===== src/rtl/csclip_pkg.sv =====
// csclip_pkg: shared constants and types for the line clipping core
// no dependencies
`timescale 1ns / 1ps
`default_nettype none
package csclip_pkg;
    localparam int CoordWidth = 16;
    localparam int DiffWidth  = CoordWidth + 1;
    localparam int ProdWidth  = 2 * DiffWidth + 1;
    localparam int QuotWidth  = ProdWidth;
    localparam int MaxRounds  = 8;
    localparam int RoundWidth = 4;
    localparam int StepWidth  = 6;
    localparam int AddrWidth  = 4;

    typedef logic signed [CoordWidth-1:0] coord_t;

    localparam logic [1:0] REG_LEFT   = 2'd0;
    localparam logic [1:0] REG_BOTTOM = 2'd1;
    localparam logic [1:0] REG_RIGHT  = 2'd2;
    localparam logic [1:0] REG_TOP    = 2'd3;

    localparam logic [3:0] CODE_LEFT   = 4'b0001;
    localparam logic [3:0] CODE_RIGHT  = 4'b0010;
    localparam logic [3:0] CODE_BOTTOM = 4'b0100;
    localparam logic [3:0] CODE_TOP    = 4'b1000;

    localparam coord_t RST_LEFT   = -16'sd1600;
    localparam coord_t RST_BOTTOM = -16'sd1600;
    localparam coord_t RST_RIGHT  = 16'sd1600;
    localparam coord_t RST_TOP    = 16'sd1600;

    // outcode of one point against the window
    function automatic logic [3:0] outcode(coord_t x, coord_t y, coord_t l, coord_t b,
                                           coord_t r, coord_t t);
        logic [3:0] c;
        c = 4'b0000;
        if (x < l) c = c | CODE_LEFT;
        if (x > r) c = c | CODE_RIGHT;
        if (y < b) c = c | CODE_BOTTOM;
        if (y > t) c = c | CODE_TOP;
        return c;
    endfunction
endpackage
`default_nettype wire


===== src/rtl/cohen_sutherland_line_clip_core.sv =====
// cohen_sutherland_line_clip_core: iterative outcode clipper with a shared
// multiplier and a one-bit-a-cycle restoring divider; depends on csclip_pkg
// a trivial accept or reject goes from the test straight to the output; each edge move
// runs setup, a multiply, 35 divider steps and an update, up to 8 moves
// throughput: one segment at a time; in_stall stays high until the result is taken
// the divider loop of one bit per cycle sets the cost of each edge move
// reset: asynchronous active low, window returns to -1600/1600, no segment pending
`timescale 1ns / 1ps
`default_nettype none
module cohen_sutherland_line_clip_core (
    input  wire                                 clk,
    input  wire                                 rst_n,
    input  wire                                 psel,
    input  wire                                 penable,
    input  wire                                 pwrite,
    input  wire [csclip_pkg::AddrWidth-1:0]     paddr,
    input  wire [31:0]                          pwdata,
    output logic [31:0]                         prdata,
    output logic                                pready,
    input  wire                                 in_valid,
    output logic                                in_stall,
    input  wire signed [csclip_pkg::CoordWidth-1:0] start_x,
    input  wire signed [csclip_pkg::CoordWidth-1:0] start_y,
    input  wire signed [csclip_pkg::CoordWidth-1:0] end_x,
    input  wire signed [csclip_pkg::CoordWidth-1:0] end_y,
    output logic                                out_valid,
    input  wire                                 out_stall,
    output logic                                visible,
    output logic signed [csclip_pkg::CoordWidth-1:0] clipped_start_x,
    output logic signed [csclip_pkg::CoordWidth-1:0] clipped_start_y,
    output logic signed [csclip_pkg::CoordWidth-1:0] clipped_end_x,
    output logic signed [csclip_pkg::CoordWidth-1:0] clipped_end_y
);
    import csclip_pkg::*;

    typedef enum logic [5:0] {
        ST_IDLE = 6'b000001,
        ST_TEST = 6'b000010,
        ST_MUL  = 6'b000100,
        ST_DIV  = 6'b001000,
        ST_UPD  = 6'b010000,
        ST_OUT  = 6'b100000
    } state_t;

    state_t state_reg, state_next;
    coord_t win_l_reg, win_b_reg, win_r_reg, win_t_reg;
    coord_t x1_reg, y1_reg, x2_reg, y2_reg;
    logic [3:0] c1_reg, c2_reg;
    logic [RoundWidth-1:0] round_reg;
    logic [StepWidth-1:0] step_reg;
    logic [ProdWidth-1:0] num_reg;     // shifts out dividend bits
    logic [ProdWidth-1:0] rem_reg;
    logic [QuotWidth-1:0] quot_reg;
    logic [DiffWidth:0] dvs_reg;       // 2*|den|
    logic neg_reg, zden_reg;
    logic signed [DiffWidth-1:0] ua_reg, un_reg; // magnitudes held signed-wide
    coord_t base_reg, edge_reg;
    logic move_y_reg;                  // edge is horizontal: new x interpolated

    // configuration port
    logic cfg_wr;
    assign pready = 1'b1;
    assign cfg_wr = psel && penable && pwrite;
    always_comb
    begin
        case (paddr[3:2])
            REG_LEFT:   prdata = 32'(win_l_reg);
            REG_BOTTOM: prdata = 32'(win_b_reg);
            REG_RIGHT:  prdata = 32'(win_r_reg);
            REG_TOP:    prdata = 32'(win_t_reg);
            default:    prdata = 32'd0;
        endcase
    end

    always_ff @(posedge clk or negedge rst_n)
    begin
        if (!rst_n)
        begin
            win_l_reg <= RST_LEFT;
            win_b_reg <= RST_BOTTOM;
            win_r_reg <= RST_RIGHT;
            win_t_reg <= RST_TOP;
        end
        else if (cfg_wr)
        begin
            case (paddr[3:2])
                REG_LEFT:   win_l_reg <= pwdata[CoordWidth-1:0];
                REG_BOTTOM: win_b_reg <= pwdata[CoordWidth-1:0];
                REG_RIGHT:  win_r_reg <= pwdata[CoordWidth-1:0];
                REG_TOP:    win_t_reg <= pwdata[CoordWidth-1:0];
                default:    win_l_reg <= win_l_reg;
            endcase
        end
    end

    // edge selection for the current round
    logic [3:0] csel;
    logic hit_top, hit_bot, hit_right;
    logic signed [DiffWidth-1:0] da, dn, dd;
    coord_t a1, b1, edge_sel;
    assign csel      = (c1_reg != 4'b0) ? c1_reg : c2_reg;
    assign hit_top   = (csel & CODE_TOP) != 4'b0;
    assign hit_bot   = (csel & CODE_BOTTOM) != 4'b0;
    assign hit_right = (csel & CODE_RIGHT) != 4'b0;
    always_comb
    begin
        if (hit_top || hit_bot)
        begin
            a1 = x1_reg;
            b1 = y1_reg;
            edge_sel = hit_top ? win_t_reg : win_b_reg;
            da = DiffWidth'(x2_reg) - DiffWidth'(x1_reg);
            dd = DiffWidth'(y2_reg) - DiffWidth'(y1_reg);
        end
        else
        begin
            a1 = y1_reg;
            b1 = x1_reg;
            edge_sel = hit_right ? win_r_reg : win_l_reg;
            da = DiffWidth'(y2_reg) - DiffWidth'(y1_reg);
            dd = DiffWidth'(x2_reg) - DiffWidth'(x1_reg);
        end
        dn = DiffWidth'(edge_sel) - DiffWidth'(b1);
    end

    // shared multiplier, registered into num_reg
    logic [2*DiffWidth-1:0] prod;
    assign prod = DiffWidth'(ua_reg) * DiffWidth'(un_reg);

    // divider step
    logic [ProdWidth-1:0] rem_sh;
    logic rem_ge;
    assign rem_sh = {rem_reg[ProdWidth-2:0], num_reg[ProdWidth-1]};
    assign rem_ge = rem_sh >= ProdWidth'(dvs_reg);

    // result of the move, rounded quotient added with sign and saturated
    logic signed [QuotWidth+1:0] moved_wide;
    coord_t moved;
    localparam logic signed [QuotWidth+1:0] LimHi = (QuotWidth+2)'(2**(CoordWidth-1) - 1);
    localparam logic signed [QuotWidth+1:0] LimLo = -(QuotWidth+2)'(2**(CoordWidth-1));
    always_comb
    begin
        moved_wide = neg_reg ? (QuotWidth+2)'(base_reg) - $signed({2'b00, quot_reg})
                             : (QuotWidth+2)'(base_reg) + $signed({2'b00, quot_reg});
        if (zden_reg) moved = base_reg;
        else if (moved_wide > LimHi) moved = LimHi[CoordWidth-1:0];
        else if (moved_wide < LimLo) moved = LimLo[CoordWidth-1:0];
        else moved = moved_wide[CoordWidth-1:0];
    end

    // sequencer
    logic accept_in, accept_out;
    assign accept_in  = in_valid && !in_stall;
    assign accept_out = out_valid && !out_stall;
    assign in_stall   = state_reg != ST_IDLE;

    always_comb
    begin
        state_next = state_reg;
        case (state_reg)
            ST_IDLE: if (accept_in) state_next = ST_TEST;
            ST_TEST:
            begin
                if ((c1_reg == 4'b0 && c2_reg == 4'b0) || (c1_reg & c2_reg) != 4'b0
                    || round_reg == RoundWidth'(MaxRounds))
                    state_next = ST_OUT;
                else
                    state_next = ST_MUL;
            end
            ST_MUL:  state_next = ST_DIV;
            ST_DIV:  if (step_reg == StepWidth'(ProdWidth - 1)) state_next = ST_UPD;
            ST_UPD:  state_next = ST_TEST;
            ST_OUT:  if (accept_out) state_next = ST_IDLE;
            default: state_next = ST_IDLE;
        endcase
    end

    always_ff @(posedge clk or negedge rst_n)
    begin
        if (!rst_n)
        begin
            state_reg <= ST_IDLE;
            out_valid <= 1'b0;
        end
        else
        begin
            state_reg <= state_next;
            out_valid <= (state_next == ST_OUT);
        end
    end

    // datapath
    always_ff @(posedge clk)
    begin
        case (state_reg)
            ST_IDLE:
            begin
                x1_reg <= start_x;
                y1_reg <= start_y;
                x2_reg <= end_x;
                y2_reg <= end_y;
                c1_reg <= outcode(start_x, start_y, win_l_reg, win_b_reg, win_r_reg, win_t_reg);
                c2_reg <= outcode(end_x, end_y, win_l_reg, win_b_reg, win_r_reg, win_t_reg);
                round_reg <= '0;
            end
            ST_TEST:
            begin
                visible <= (c1_reg == 4'b0 && c2_reg == 4'b0);
                if (c1_reg == 4'b0 && c2_reg == 4'b0)
                begin
                    clipped_start_x <= x1_reg;
                    clipped_start_y <= y1_reg;
                    clipped_end_x <= x2_reg;
                    clipped_end_y <= y2_reg;
                end
                else
                begin
                    clipped_start_x <= '0;
                    clipped_start_y <= '0;
                    clipped_end_x <= '0;
                    clipped_end_y <= '0;
                end
                ua_reg <= da[DiffWidth-1] ? -da : da;
                un_reg <= dn[DiffWidth-1] ? -dn : dn;
                dvs_reg <= {(dd[DiffWidth-1] ? -dd : dd), 1'b0};
                neg_reg <= da[DiffWidth-1] ^ dn[DiffWidth-1] ^ dd[DiffWidth-1];
                zden_reg <= dd == '0;
                base_reg <= a1;
                edge_reg <= edge_sel;
                move_y_reg <= hit_top || hit_bot;
            end
            ST_MUL:
            begin
                // 2N + D as dividend
                num_reg <= {prod, 1'b0} + ProdWidth'(dvs_reg[DiffWidth:1]);
                rem_reg <= '0;
                quot_reg <= '0;
                step_reg <= '0;
            end
            ST_DIV:
            begin
                num_reg <= {num_reg[ProdWidth-2:0], 1'b0};
                rem_reg <= rem_ge ? rem_sh - ProdWidth'(dvs_reg) : rem_sh;
                quot_reg <= {quot_reg[QuotWidth-2:0], rem_ge};
                step_reg <= step_reg + 1'b1;
            end
            ST_UPD:
            begin
                round_reg <= round_reg + 1'b1;
                if (c1_reg != 4'b0)
                begin
                    x1_reg <= move_y_reg ? moved : edge_reg;
                    y1_reg <= move_y_reg ? edge_reg : moved;
                    c1_reg <= move_y_reg
                        ? outcode(moved, edge_reg, win_l_reg, win_b_reg, win_r_reg, win_t_reg)
                        : outcode(edge_reg, moved, win_l_reg, win_b_reg, win_r_reg, win_t_reg);
                end
                else
                begin
                    x2_reg <= move_y_reg ? moved : edge_reg;
                    y2_reg <= move_y_reg ? edge_reg : moved;
                    c2_reg <= move_y_reg
                        ? outcode(moved, edge_reg, win_l_reg, win_b_reg, win_r_reg, win_t_reg)
                        : outcode(edge_reg, moved, win_l_reg, win_b_reg, win_r_reg, win_t_reg);
                end
            end
            default:
            begin
                round_reg <= round_reg;
            end
        endcase
    end

`ifndef SYNTH
    a_no_in_while_busy: assert property (@(posedge clk) disable iff (!rst_n)
        out_valid |-> in_stall) else $error("input open while result pending");
    a_out_only_in_out: assert property (@(posedge clk) disable iff (!rst_n)
        out_valid |-> state_reg == ST_OUT) else $error("result outside output state");
    a_round_cap: assert property (@(posedge clk) disable iff (!rst_n)
        round_reg <= RoundWidth'(MaxRounds)) else $error("round count overran");
    a_div_ends: assert property (@(posedge clk) disable iff (!rst_n)
        state_reg == ST_UPD |-> $past(state_reg) == ST_DIV) else $error("update without divide");
`endif
endmodule
`default_nettype wire


===== config.mk =====
export PLATFORM = sky130hd
export DESIGN_NAME = cohen_sutherland_line_clip_core
export DESIGN_NICKNAME = d
export VERILOG_FILES = /design/src/rtl/csclip_pkg.sv /design/src/rtl/cohen_sutherland_line_clip_core.sv
export SDC_FILE = /design/constraint.sdc
export NUM_CORES = 2
export LEC_CHECK = 0
export BUFFER_PORTS_ARGS = -buffer_cell sky130_fd_sc_hd__buf_2
export CORE_ASPECT_RATIO = 0.8
export CORE_MARGIN = 5
export CORE_UTILIZATION = 45
export DETAILED_ROUTE_END_ITERATION = 10
export PLACE_DENSITY = 0.61
export SLEW_MARGIN = 10
export SYNTH_ARGS = -nofsm -noshare
export SYNTH_HDL_FRONTEND = slang
export SYNTH_SLANG_ARGS = --single-unit

===== constraint.sdc =====
create_clock -name clk -period 8.1 [get_ports clk]
set_input_delay 1.215 -clock clk [delete_from_list [all_inputs] [get_ports clk]]
set_output_delay 1.215 -clock clk [all_outputs]
set_load 0.05 [all_outputs]

**Yosys cells after proc, flatten, opt, wreduce, memory -nomap -nowiden**

Index checks and enable logic that the tools add are counted.

- Register bits after elaboration: 408

- Add/sub/neg operators: 12
- $mul: 1
- $lt $le $gt $ge: 19
- Equal/unequal tests: 15
- Multiplexer cells: 58
- Bitwise gates (word level): 3
- Reduce and logical (&&, ||, !) cells: 24

Operators by type and width:

| kind | count |
|---|---|
| 16-bit two-way mux | 17 |
| 35-bit one-hot mux with 2 select lines | 2 |
| 16-bit > comparator | 8 |
| 16-bit < comparator | 8 |
| 16-bit one-hot mux with 2 select lines | 4 |
| 32-bit one-hot mux with 4 select lines | 1 |
| 34-bit one-hot mux with 2 select lines | 1 |
| 17-bit negation | 3 |
| 16-bit by 16-bit subtractor with 17-bit output | 3 |
| 16-bit by 36-bit adder with 37-bit output | 1 |
| 37-bit by 16-bit > comparator with 1-bit output (second input constant) | 1 |
| 37-bit by 16-bit < comparator with 1-bit output (second input constant) | 1 |
| 37-bit two-way mux | 1 |
| 16-bit by 36-bit subtractor with 37-bit output | 1 |
| 6-bit one-hot mux with 6 select lines | 1 |
| 35-bit by 17-bit adder with 35-bit output | 1 |
| 35-bit by 18-bit >= comparator with 1-bit output | 1 |
| 17-bit by 17-bit multiplier with 34-bit output | 1 |
| 17-bit two-way mux | 2 |
| 34-bit two-way mux | 1 |
| 34-bit by 18-bit subtractor with 34-bit output | 1 |
| 4-bit two-way mux | 8 |
| 6-bit two-way mux | 4 |
| 4-bit one-hot mux with 2 select lines | 3 |
| 28 further kinds | 57 |

**Longest topological paths before layout**

- Word-level depth: 14
- Gate-level depth with buffers: 37
- Gate-level depth less buffers: 35

**Worst setup path before layout**

OpenSTA, ideal clock, no wires.

- Path kind: register to register
- Start: register quot_reg[2]
- End: register c1_reg[1], data pin
- Data arrival time: 7165 ps
- Required time: 7830 ps
- Path slack: 665 ps
- Cell stages (with the launch flop): 36
- Path through: edfxtp_1 or3_1 nor4_1 nand2_1 or3_1 nor4_1 nor2b_1 nor2_1 xnor2_1 ha_1 a21o_1 a21o_1 a21oi_1 o21ai_0 a221oi_1 a21boi_0 o21a_1 or3_1 nand3_1 and2_2 buf_4 nor2_1 nor2_1 ha_1 nor2b_1 o21a_1 o21a_1 o21a_1 o21a_1 o21a_1 o21a_1 o21ai_0 and4_1 nor3_1 o21ai_0 o21ai_0

- Word-level cells in the longest chain between the ends: 13
- Elaborated cells between the ends (all ways): 15
- Classes of those cells: add/sub (2); order compare (3); mux (10)

RTL lines:

| element | line | source |
|---|---|---|
| from (decl) | cohen_sutherland_line_clip_core.sv:53 | `logic [QuotWidth-1:0] quot_reg;` |
| from (signal assigned) | cohen_sutherland_line_clip_core.sv:244 | `quot_reg <= {quot_reg[QuotWidth-2:0], rem_ge};` |
| 16-bit by 36-bit adder with 37-bit output or 16-bit by 36-bit subtractor with 37-bit output (tied branches) | cohen_sutherland_line_clip_core.sv:144, cohen_sutherland_line_clip_core.sv:143 |  |
| 37-bit two-way mux * | cohen_sutherland_line_clip_core.sv:143 | `moved_wide = neg_reg ? (QuotWidth+2)'(base_reg) - $signed({2'b00, quot_reg})` |
| 37-bit by 16-bit < comparator with 1-bit output | cohen_sutherland_line_clip_core.sv:147 | `else if (moved_wide < LimLo) moved = LimLo[CoordWidth-1:0];` |
| 16-bit two-way mux | cohen_sutherland_line_clip_core.sv:147 |  |
| 16-bit two-way mux * | cohen_sutherland_line_clip_core.sv:146 | `else if (moved_wide > LimHi) moved = LimHi[CoordWidth-1:0];` |
| 16-bit two-way mux * | cohen_sutherland_line_clip_core.sv:145 | `if (zden_reg) moved = base_reg;` |
| 16-bit > comparator * | csclip_pkg.sv:38 | `if (x > r) c = c \| CODE_RIGHT;` |
| 2-bit two-way mux * | csclip_pkg.sv:38 |  |
| 3-bit two-way mux * | csclip_pkg.sv:39 | `if (y < b) c = c \| CODE_BOTTOM;` |
| 4-bit two-way mux * | csclip_pkg.sv:40 | `if (y > t) c = c \| CODE_TOP;` |
| 4-bit two-way mux * | cohen_sutherland_line_clip_core.sv:255 | `? outcode(moved, edge_reg, win_l_reg, win_b_reg, win_r_reg, win_t_reg)` |
| 4-bit two-way mux * | cohen_sutherland_line_clip_core.sv:250 | `if (c1_reg != 4'b0)` |
| 4-bit one-hot mux with 2 select lines * | cohen_sutherland_line_clip_core.sv:195 | `case (state_reg)` |
| to (signal assigned) | cohen_sutherland_line_clip_core.sv:202 | `c1_reg <= outcode(start_x, start_y, win_l_reg, win_b_reg, win_r_reg, win_t_reg);` |
| to (signal assigned) | cohen_sutherland_line_clip_core.sv:254 | `c1_reg <= move_y_reg` |
| to (decl) | cohen_sutherland_line_clip_core.sv:48 | `logic [3:0] c1_reg, c2_reg;` |

Every way passes the cells marked *; elsewhere a longest branch is shown, timed or not. The select of a mux whose other input is x is not followed.
A chain may end at the register's enable or synchronous reset.

**Final worst setup path**

- Start: register quot_reg[3]
- End: register c2_reg[0], data pin

- Word-level cells in the longest chain between the ends: 14
- Elaborated cells between the ends (all ways): 16
- Classes of those cells: add/sub (2); order compare (3); mux (11)

RTL lines:

| element | line | source |
|---|---|---|
| 16-bit by 36-bit adder with 37-bit output or 16-bit by 36-bit subtractor with 37-bit output (tied branches) | cohen_sutherland_line_clip_core.sv:144, cohen_sutherland_line_clip_core.sv:143 |  |
| 37-bit two-way mux * | cohen_sutherland_line_clip_core.sv:143 |  |
| 37-bit by 16-bit < comparator with 1-bit output | cohen_sutherland_line_clip_core.sv:147 |  |
| 16-bit two-way mux | cohen_sutherland_line_clip_core.sv:147 |  |
| 16-bit two-way mux * | cohen_sutherland_line_clip_core.sv:146 |  |
| 16-bit two-way mux * | cohen_sutherland_line_clip_core.sv:145 |  |
| 16-bit < comparator * | csclip_pkg.sv:37 | `if (x < l) c = c \| CODE_LEFT;` |
| 1-bit two-way mux * | csclip_pkg.sv:37 |  |
| 2-bit two-way mux * | csclip_pkg.sv:38 |  |
| 3-bit two-way mux * | csclip_pkg.sv:39 |  |
| 4-bit two-way mux * | csclip_pkg.sv:40 |  |
| 4-bit two-way mux * | cohen_sutherland_line_clip_core.sv:263 | `? outcode(moved, edge_reg, win_l_reg, win_b_reg, win_r_reg, win_t_reg)` |
| 4-bit two-way mux * | cohen_sutherland_line_clip_core.sv:250 |  |
| 4-bit one-hot mux with 2 select lines * | cohen_sutherland_line_clip_core.sv:195 |  |
| to (signal assigned) | cohen_sutherland_line_clip_core.sv:203 | `c2_reg <= outcode(end_x, end_y, win_l_reg, win_b_reg, win_r_reg, win_t_reg);` |
| to (signal assigned) | cohen_sutherland_line_clip_core.sv:262 | `c2_reg <= move_y_reg` |
| to (decl) | cohen_sutherland_line_clip_core.sv:48 |  |

Marked as above.

==> reports/metrics.yaml <==
outcome: "finished, final reports clean"
worstMarginPinSlew_ns: 1.11
num_rows: 100
synth_top_area_share_pct: 23.9
dr.first_iter.drc_count: 3009
drive_above_1_share_pct: 12.0
reg2reg_depth: 34
ys_types: 89
fillCellCount: 8673
cts-root-buf: "clkbuf_16"
gp_congestion: 0.957
clock_latency_ns: 0.60
grt_pass1_vias: 32600
grt-ovfl-total: 0
wl_microns: 130000
die-area_sq_um: 100000
hold_path.class: "in -> async"
yosys-top-cells-area: "edfxtp_1 (24%), fa_1 (14%), ha_1 (14%), inv_1 (4.2%), nand2_1 (3.7%)"
path_clk_slew_ns: 0.07
relSlewSlack_pct: 25.5
drtPass1Iterations: 6
worstPathRequired_ns: 8.53
ys_top_cells_by_count: "inv_1 (473), ha_1 (459), nand2_1 (412)"
yosys.area.top_type: "edfxtp_1"
fin_crit_ns: 7.85
post-route-period-util_pct: 96.9
cp_num_buf_inv: 6
max_stage_delay_ns: 0.57
synth_flop_cell: "edfxtp_1"
portBuffers: 187
netlist_instances: 4481
syn-cell-area_sq_um: 42300
synth_edf_count: 337
yosysWarnings: 0
cp-start-kind: "flip-flop"
chipWidth_microns: 353
synth_seq_cells: 408
r2r-end: "c2_reg[0]"
routedWlPerCell_microns: 21.9
holdBufCountCts: 0
grt_use_total_pct: 25.6
cpMaxStageDelayCell: "or4_1"
crit_top_cell: "buf_4"
synth_most_common_cell: "inv_1"
finalMaxSlewViolations: 0
synthToLayoutAreaGrowth_pct: 10.8
core_sq_um: 93100
pin_count: 207
grt_first_pass_wirelength_microns: 200000
ant_nets: 0
async_flop_share_pct: 17.4
clockBufferDepth: 3
cts_tree: "yes"
h-tree-depth: 2
synth.avg_cell_area_sq_um: 9.44
die_h_microns: 284
drc: 0
cp_top_family: "simple AND/OR/NAND/NOR gates"
synth_nets: 5349
skew_ns: 0.0168
path_class: "reg -> reg"
vias: 33900
antenna_found_initial: 7
hold_viol: 0
arrival_ns: 8.28
initial_utilization_pct: 45.4
avgViaCountPerCell: 5.71
ys_seq_area_share_pct: 28.2
numCtsBuffers: 44
grt_max_degree: 114
fmax_ghz: 0.127
final_nets: 5551
hpwl_microns: 104000
endpoint_kind: "flip-flop"
rrSetupSlack_ns: 0.25
reg2reg_from: "quot_reg[3]"
setup_viol: 0
clock-sinks: 408
drv_cap: 0
tns_ns: 0
path_max_fanout: 6
==> worst reg2reg max path: cells and delay by family (launching register included) <==
kind                       cells  cell delay [ns]
xor gates and xnor gates       1             0.14
and+or+nand+nor               13             2.92
adders and majority gates      2             0.63
AOI/OAI and AO/OA             12             2.54
DFF                            1             0.45
buffers and inverters          6             1.01
==> area by class of cell <==
class,count,area [sq um],area share (%)
antenna,1,2.50,0.00534
clock buffer,50,1140,2.44
clock inverter,28,329,0.702
inverter,475,1790,3.82
multi-input combinational,3420,28100,59.9
sequential,408,11900,25.4
tap,1224,1530,3.27
timing repair buffer,334,2080,4.44
==> metrics by stage <==
step	hold WS, ns	setup WS [ns]	area, sq um	util (%)	instances
4_1_cts	0.469	0.0631	46600	50.1	5931
2_1_floorplan	0.484	0.665	42300	-	4481
3_3_place_gp	0.500	0.0918	45100	48.5	5853
3_5_place_dp	0.505	-0.0924	45100	48.5	5853
5_1_grt	0.505	-0.0317	46900	50.3	5939
6_report	0.498	0.254	46900	50.3	5940
==> logic make-up (layout without fill, tap and decap cells) <==
group	Yosys count	count (layout)	synth area share [%]
xor gates and xnor gates	223	223	4.62
and+or+nand+nor	1431	1431	17.1
muxes	93	93	2.80
adders and majority gates	761	761	27.9
buffers and inverters	653	887	6.01
AOI/OAI and AO/OA	911	911	13.4
other	1	2	0.00887
DFF	408	408	28.2
==> how the worst max path moves through the flow <==
stage / start / end / cells after the start
2_1_floorplan: quot_reg[2] / c1_reg[1] / 35
3_3_place_gp: un_reg[4] / num_reg[28] / 27
3_5_place_dp: quot_reg[16] / c2_reg[0] / 33
4_1_cts: quot_reg[16] / c2_reg[0] / 31
5_1_grt: quot_reg[3] / c2_reg[0] / 34
6_report: quot_reg[3] / c2_reg[0] / 34
==> routing by layer <==
layer / global-route usage [%] / share of wire [%]
met1: 39.3 / 47
met2: 36.3 / 41
met3: 6.64 / 10
met4: 4.63 / 1.7
met5: 0 / 0
==> repair_timing <==
| item | CTS | global route |
|---|---|---|
| buffers inserted | 0 | 8 |
| resized for setup | 4 | 51 |
| endpoints found under the setup margin | 12 | 18 |
| pin swaps | 0 | 6 |
| hold endpoints to repair | 0 | 0 |
==> cells in the final DEF, fill, tap and decap left out, types with 23 or more instances in the layout <==
cell type	n
o21a_1	44
dfrtp_1	48
a21oi_1	283
a31oi_1	40
edfxtp_1	337
and2_1	233
mux2_2	42
nand4_1	62
mux2i_1	35
inv_1	472
ha_1	456
or3_1	42
nand2_1	411
dfstp_2	23
nor2b_1	48
o21ai_0	208
nand3_1	56
nand2b_1	58
xor2_1	65
buf_2	186
nor2_1	281
buf_4	145
xnor2_1	158
o41ai_1	28
fa_1	302
a21o_1	116
nor3_1	68
clkbuf_16	45
and3_1	35
Power is left out: the tool's default activity adds up to more than one toggle a clock period on the data nets, which glitch-free logic cannot reach.
